## config.mk

```make
export PLATFORM = sky130hd
export DESIGN_NAME = sefp_front
export DESIGN_NICKNAME = d
export VERILOG_FILES = /design/src/design/sobel_edge_frame_pipeline_assert.svh /design/src/design/sefp_pkg.sv /design/src/design/sefp_front.sv
export SDC_FILE = /design/constraint.sdc
export NUM_CORES = 1
export LEC_CHECK = 0
export ABC_AREA = 0
export ABC_CLOCK_PERIOD_IN_PS = 6680
export BUFFER_PORTS_ARGS = -buffer_cell sky130_fd_sc_hd__buf_2
export CAP_MARGIN = 25
export CORE_MARGIN = 10
export CORE_UTILIZATION = 40
export DETAILED_ROUTE_END_ITERATION = 12
export PLACE_DENSITY = 0.58
export SETUP_SLACK_MARGIN = 0.02
export SLEW_MARGIN = 20
export SYNTH_ARGS = -nofsm -noshare
export SYNTH_HDL_FRONTEND = slang
export SYNTH_SLANG_ARGS = --single-unit
```

## constraint.sdc

```tcl
create_clock -name clk_i -period 6.68 [get_ports clk_i]
set_input_delay 1.67 -clock clk_i [delete_from_list [all_inputs] [get_ports clk_i]]
set_output_delay 1.67 -clock clk_i [all_outputs]
set_load 0.01 [all_outputs]
```

## src/design/sobel_edge_frame_pipeline_assert.svh

```systemverilog
// Assertion macros used by the sobel edge frame pipeline sequencer
`ifndef SOBEL_EDGE_FRAME_PIPELINE_ASSERT_SVH
`define SOBEL_EDGE_FRAME_PIPELINE_ASSERT_SVH

// same-cycle implication, clocked on clk_i, off during reset
`define SEFP_ASSERT_IMP(lbl, ante, cons) \
  lbl: assert property (@(posedge clk_i) disable iff (!rst_ni) (ante) |-> (cons)) \
    else $error("sefp check failed");

// next-cycle implication
`define SEFP_ASSERT_NXT(lbl, ante, cons) \
  lbl: assert property (@(posedge clk_i) disable iff (!rst_ni) (ante) |=> (cons)) \
    else $error("sefp check failed");

`endif

```

## src/design/sefp_pkg.sv

```systemverilog
// Types, constants and kernel tables for the sobel edge frame pipeline
package sefp_pkg;

  localparam int unsigned CFG_IDX_W  = 2;
  localparam int unsigned CFG_DATA_W = 11;
  localparam int unsigned DIM_CFG_W  = 9;
  localparam int unsigned THR_W      = 11;
  localparam int unsigned THR2_W     = 22;

  typedef enum logic [CFG_IDX_W-1:0] {
    REG_FRAME_WIDTH    = 2'd0,
    REG_FRAME_HEIGHT   = 2'd1,
    REG_EDGE_THRESHOLD = 2'd2
  } reg_idx_e;

  localparam logic [DIM_CFG_W-1:0] RST_FRAME_WIDTH    = 9'd256;
  localparam logic [DIM_CFG_W-1:0] RST_FRAME_HEIGHT   = 9'd256;
  localparam logic [THR_W-1:0]     RST_EDGE_THRESHOLD = 11'd80;

  typedef struct packed {
    logic [DIM_CFG_W-1:0] frame_width;
    logic [DIM_CFG_W-1:0] frame_height;
    logic [THR_W-1:0]     edge_threshold;
  } cfg_regs_t;

  typedef struct packed {
    logic       mode;
    logic [7:0] red;
    logic [7:0] green;
    logic [7:0] blue;
  } pix_req_t;

  typedef struct packed {
    logic [7:0] edge_byte;
    logic       last_pixel;
    logic       not_ready;
  } edge_res_t;

  typedef struct packed {
    logic       is_read;
    logic [7:0] gray;
  } cmd_t;

  localparam int unsigned CMDQ_DEPTH = 4;
  localparam int unsigned CMDQ_AW    = 2;

  // 3x3 window sequencing: taps 0..8 issue reads, 9 takes the last data, 10 writes
  localparam int unsigned TAP_W = 4;
  localparam logic [TAP_W-1:0] TAP_DONE = 4'd10;

  localparam int unsigned ACC_W  = 12;
  localparam int unsigned GRAD_W = 11;
  localparam int unsigned WT_W   = 14;

  localparam logic [WT_W-1:0] WT_CENTER = 14'd13381;
  localparam logic [WT_W-1:0] WT_EDGE   = 14'd8116;
  localparam logic [WT_W-1:0] WT_CORNER = 14'd4923;

  typedef enum logic [1:0] {
    ST_IDLE,
    ST_BLUR,
    ST_SOBEL,
    ST_LAP
  } seq_state_e;

  function automatic logic [1:0] tap_row(input logic [TAP_W-1:0] k);
    logic [1:0] r;
    case (k)
      4'd0, 4'd1, 4'd2: r = 2'd0;
      4'd3, 4'd4, 4'd5: r = 2'd1;
      default:          r = 2'd2;
    endcase
    return r;
  endfunction

  function automatic logic [1:0] tap_col(input logic [TAP_W-1:0] k);
    logic [1:0] c;
    case (k)
      4'd0, 4'd3, 4'd6: c = 2'd0;
      4'd1, 4'd4, 4'd7: c = 2'd1;
      default:          c = 2'd2;
    endcase
    return c;
  endfunction

  function automatic logic [WT_W-1:0] blur_wt(input logic [TAP_W-1:0] k);
    logic [WT_W-1:0] w;
    case (k)
      4'd4:                   w = WT_CENTER;
      4'd1, 4'd3, 4'd5, 4'd7: w = WT_EDGE;
      4'd0, 4'd2, 4'd6, 4'd8: w = WT_CORNER;
      default:                w = '0;
    endcase
    return w;
  endfunction

  function automatic logic signed [3:0] gx_coef(input logic [TAP_W-1:0] k);
    logic signed [3:0] c;
    case (k)
      4'd0, 4'd6: c = 4'sd1;
      4'd2, 4'd8: c = -4'sd1;
      4'd3:       c = 4'sd2;
      4'd5:       c = -4'sd2;
      default:    c = 4'sd0;
    endcase
    return c;
  endfunction

  function automatic logic signed [3:0] gy_coef(input logic [TAP_W-1:0] k);
    logic signed [3:0] c;
    case (k)
      4'd0, 4'd2: c = 4'sd1;
      4'd1:       c = 4'sd2;
      4'd6, 4'd8: c = -4'sd1;
      4'd7:       c = -4'sd2;
      default:    c = 4'sd0;
    endcase
    return c;
  endfunction

  // 255*x mod 256 is -x mod 256, so accumulate the negated Laplacian directly
  function automatic logic signed [3:0] lap_coef(input logic [TAP_W-1:0] k);
    logic signed [3:0] c;
    case (k)
      4'd4:                   c = -4'sd4;
      4'd1, 4'd3, 4'd5, 4'd7: c = 4'sd1;
      default:                c = 4'sd0;
    endcase
    return c;
  endfunction

  // floor(sum/3) for sum <= 765: 683/2048 overshoots by less than the slack
  function automatic logic [7:0] gray_of(input logic [9:0] sum);
    logic [20:0] p;
    p = 21'(sum) * 21'd683;
    return p[18:11];
  endfunction

endpackage

```

## src/design/sefp_front.sv

```systemverilog
// Request intake: gray conversion and command queue toward the sequencer
module sefp_front import sefp_pkg::*; (
  input  logic     clk_i,
  input  logic     rst_ni,
  input  logic     push_i,
  input  pix_req_t req_i,
  output logic     full_o,
  output logic     cmd_valid_o,
  output cmd_t     cmd_o,
  input  logic     cmd_pop_i
);

  cmd_t               cmdq_q [CMDQ_DEPTH];
  logic [CMDQ_AW-1:0] wr_ptr_q, wr_ptr_d;
  logic [CMDQ_AW-1:0] rd_ptr_q, rd_ptr_d;
  logic [CMDQ_AW:0]   cnt_q, cnt_d;
  logic               accept;
  logic               take;
  logic [9:0]         rgb_sum;
  cmd_t               cmd_new;

  assign full_o      = (cnt_q == (CMDQ_AW+1)'(CMDQ_DEPTH));
  assign cmd_valid_o = (cnt_q != '0);
  assign cmd_o       = cmdq_q[rd_ptr_q];
  assign accept      = push_i & ~full_o;
  assign take        = cmd_pop_i & cmd_valid_o;

  assign rgb_sum         = 10'(req_i.red) + 10'(req_i.green) + 10'(req_i.blue);
  assign cmd_new.is_read = req_i.mode;
  assign cmd_new.gray    = gray_of(rgb_sum);

  always_comb begin
    wr_ptr_d = accept ? wr_ptr_q + 1'b1 : wr_ptr_q;
    rd_ptr_d = take ? rd_ptr_q + 1'b1 : rd_ptr_q;
    cnt_d    = cnt_q + (CMDQ_AW+1)'(accept) - (CMDQ_AW+1)'(take);
  end

  always_ff @(posedge clk_i or negedge rst_ni) begin
    if (!rst_ni) begin
      wr_ptr_q <= '0;
      rd_ptr_q <= '0;
      cnt_q    <= '0;
    end else begin
      wr_ptr_q <= wr_ptr_d;
      rd_ptr_q <= rd_ptr_d;
      cnt_q    <= cnt_d;
    end
  end

  always_ff @(posedge clk_i) begin
    if (accept) begin
      cmdq_q[wr_ptr_q] <= cmd_new;
    end
  end

endmodule

```

* After elaboration in Yosys (flattened, before gate mapping)
Memories as Yosys holds them, arrays and structs flattened. Cells that the tools add are included.
Word-level totals: memories 1, output and inout bits 11, input port bits 29, word-level logic and storage cells 18, bits in writable memories 36, register bits after elaboration 7
Memory list:
- cmdq_q | words 4, width 9, read ports 1, clocked after Yosys merged registers in 0, write ports 1, line sefp_front.sv:13 | cmd_t cmdq_q [CMDQ_DEPTH];
Operators by class: equality and inequality tests 1, add/sub/neg operators 6, multiplexer cells 2, bitwise operators 3, multipliers 1, reductions and logical operators 1
Operators with widths (count):
- $mul A10 B10 Y19 const B | 1
- $add A9 B8 Y10 | 1
- $add A8 B8 Y9 | 1
- $add A2 B1 Y2 const B | 2
- $add A3 B1 Y3 | 1
- $eq A3 B3 Y1 const B | 1
- $reduce_bool A3 Y1 | 1
- $sub A3 B1 Y3 | 1
- $and A1 B1 Y1 | 2
- $mux W1 | 2
- $not A1 Y1 | 1

* Depth between registers and ports, before layout
depth after elaboration 5, mapped depth 27, depth with buffers taken out 26

* Worst setup path after synthesis
No wires, ideal clock.
kind input to register, start input port req_i[1] in the netlist's numbering, end memory cmdq_q[0][5] in the netlist's numbering (data pin), path buffers 0, data required time 6.500 ns, path slack -0.610 ns, cell stages on the path 26, data arrival time 7.109 ns, library setup time 0.180 ns, cell sequence inv_1 > fa_1 > inv_1 > ha_1 > inv_1 > fa_1 > nor2b_1 > o21ai_1 > a21boi_1 > o21ai_0 > nand2b_1 > xor2_1 > ha_1 > ha_1 > fa_1 > fa_1 > inv_1 > fa_1 > inv_1 > ha_1 > nor3_1 > and4b_1 > nand2_1 > o211ai_2 > mux2i_1 > xor2_1
RTL lines:
- start, declared | line sefp_front.sv:6 | input pix_req_t req_i,
- end, declared | line sefp_front.sv:13

==> results.ini <==
[run_status]
outcome=finished, violations left
violations=negative setup slack

[route]
drc_errors=0
wl_per_cell_um=13.7
vias_per_cell=4.78
drt_iter0_markers=61
wl_um=8180
firstDrtPassIters=4
route.vias.total=2850
postRouteAntennaNets=0

[placed_design]
place_area_um2=4930
gp_congestion=0.819
hpwl_um=6640
port_buffers=39

[flow_run]
max_cap_violations=0

[setup_path]
crit_path_start_kind=input pin
required_ns=6.78
criticalPathCategory=in -> reg
rrSetupSlack_ns=4.35
worstPathMaxFanout=5
critPathArrivalTime_ns=7.08
worstSetupEndpointType=register

[layout]
fillers=842
num_antenna_cells=0
final_design_area_no_fill_um2=5530
multiInputGateArea_um2=2900
regArea_um2=1260
syn2layout_area_growth_pct=38.1
nNetsFinal=593
final_layout_size_suffix_gt1_share_pct=45.6

[logic_synthesis]
synth.avg_cell_area_um2=12.1
netlist_area_um2=4000
async_reset_ff_share_pct=16.3
synthCells=331
synth-seq-cells=43
yosysSeqAreaShare_pct=31.4
synthTopCellsByArea=edfxtp_1, ha_1, fa_1, inv_1, mux4_2
synth_cell_types=41
yosysWarnings=0
yosysTopAreaCellShare_pct=27.0
synth_nets=462
yosys.area.top_type=edfxtp_1
ys.flop_type=edfxtp_1
synth_edf_count=36

[floorplan]
pin_count=40
core-area_um2=9770
die_area_um2=14400
fp-row-count=36
fp.dieH_um=120
die_x_um=120
initial_utilization_pct=40.9

[clocking]
cts_buffers=5
path_clk_slew_ns=0.07
cts.sinks=43
cts_tree=built
clock_latency_ns=0.28
cts-root-buf=clkbuf_8
postCtsHoldBufs=0
htree_levels=2
clk_path_buf_depth=2

[timing]
post-route-period-util_pct=104
rsz0062_at_grt=true
final_hold_viol_count=0
setup_ws_ns=-0.296
slew_headroom_pct=56.7
tightest_slew_ns=0.649
fmax_mhz=143
maxSlewViolCount=0
setup_violations=32
period_needed_ns=6.98
skew_ns=0.00173

[min_path]
hold_path_class=reg -> reg

[grt]
grt_pass1_wl_um=14000
gr-total-overflow=0
grt.total_usage_pct=11.5
antenna_found_initial=0
grt_pass1_vias=3092
grt_max_degree=13

==> timing repair <==
action	in CTS	in global routing
hold endpoints to repair	0	0
setup buffers	15	5
setup endpoints to repair	32	32
gates resized for setup	51	19
pin swaps	31	19
==> worst paths after layout <==
kind                       startpoint            to  cells after the start
setup reg to reg             cnt_q[2]      cnt_q[2]                     10
setup / recovery             req_i[9]  cmdq_q[2][5]                     27
max in group asynchronous      rst_ni      cnt_q[2]                      1
hold reg to reg              cnt_q[0]      cnt_q[0]                      1
hold / removal               cnt_q[0]      cnt_q[0]                      1
min in group asynchronous      rst_ni   wr_ptr_q[1]                      1
==> cell type report <==
type / instances / share of cell area [%]
well taps: 133 / 3.01
multi-input cells: 228 / 52.5
flip-flops and latches: 43 / 22.7
clock inverters: 2 / 0.136
inverters: 54 / 3.85
clock buffers: 6 / 1.31
repair buffers: 130 / 16.5
==> critical path: stages <==
cell and delay (ns):
buf_6 0.08, inv_4 0.03, fa_1 0.46, inv_1 0.07
ha_2 0.17, inv_2 0.04, fa_2 0.34, nor2b_2 0.13
o21ai_2 0.07, a21boi_2 0.14, o21ai_1 0.07, nand2b_1 0.13
xor2_2 0.21, ha_4 0.24, ha_4 0.26, fa_2 0.44
fa_2 0.55, inv_2 0.04, fa_2 0.52, inv_2 0.04
ha_4 0.28, nor3_2 0.04, and4b_1 0.26, nand2_1 0.08
o211ai_2 0.22, mux2i_1 0.24, xor2_1 0.26
==> cells by family after synthesis <==
family | synth area share (%)
AOI/OAI and AO/OA | 8.60
xor gates and xnor gates | 5.47
adders and majority gates | 37.7
buffers and inverters | 5.69
DFF | 31.4
muxes | 5.32
and+or+nand+nor | 5.82
==> placed cells by master, fill, tap and decap left out, types with 8 or more instances in the layout <==
cell / Yosys / final
a21oi_2: 0 / 9
buf_2: 2 / 37
buf_4: 0 / 86
edfxtp_1: 36 / 36
fa_1: 31 / 25
ha_1: 71 / 54
ha_4: 0 / 16
inv_1: 54 / 44
inv_2: 0 / 8
mux4_2: 9 / 9
nand2_1: 10 / 8
xnor2_1: 17 / 13
==> synthesized netlist by cell type, types with 7 or more instances <==
cell	number
ha_1	71
inv_1	54
edfxtp_1	36
fa_1	31
xnor2_1	17
a21oi_1	16
nand2_1	10
o21ai_0	10
mux4_2	9
xor2_1	8
a21o_1	7
dfrtp_1	7
==> registers in the layout, summed over array words and instances, names as in the netlist <==
name	cells
cmdq_q	36
cnt_q	3
rd_ptr_q	2
wr_ptr_q	2
==> routing by layer <==
layer	part of all wire (%)	track usage [%]	wire (um)	vias to the layer above
met5	0	0	0	-
met4	1.7	3.92	135	0
met3	2.7	1.59	223	9
met2	54	22.1	4420	41
met1	42	12.6	3400	1383
li1	-	-	-	1417
==> per-stage QoR <==
step	worst slack, ns	utilization [%]	instances	hold WS, ns	TNS (ns)
global route	-0.602	56.5	596	0.574	-13.20
global placement	-0.735	50.4	570	0.518	-21.33
CTS	-0.328	55.2	592	0.538	-5.72
detailed placement	-0.817	50.4	570	0.520	-22.82
floorplan	-0.442	-	331	0.495	-7.44
finish	-0.296	56.5	596	0.531	-5.81
Power is not shown: default switching activity piles up to over one toggle a cycle in this logic, so the estimate is an artifact.
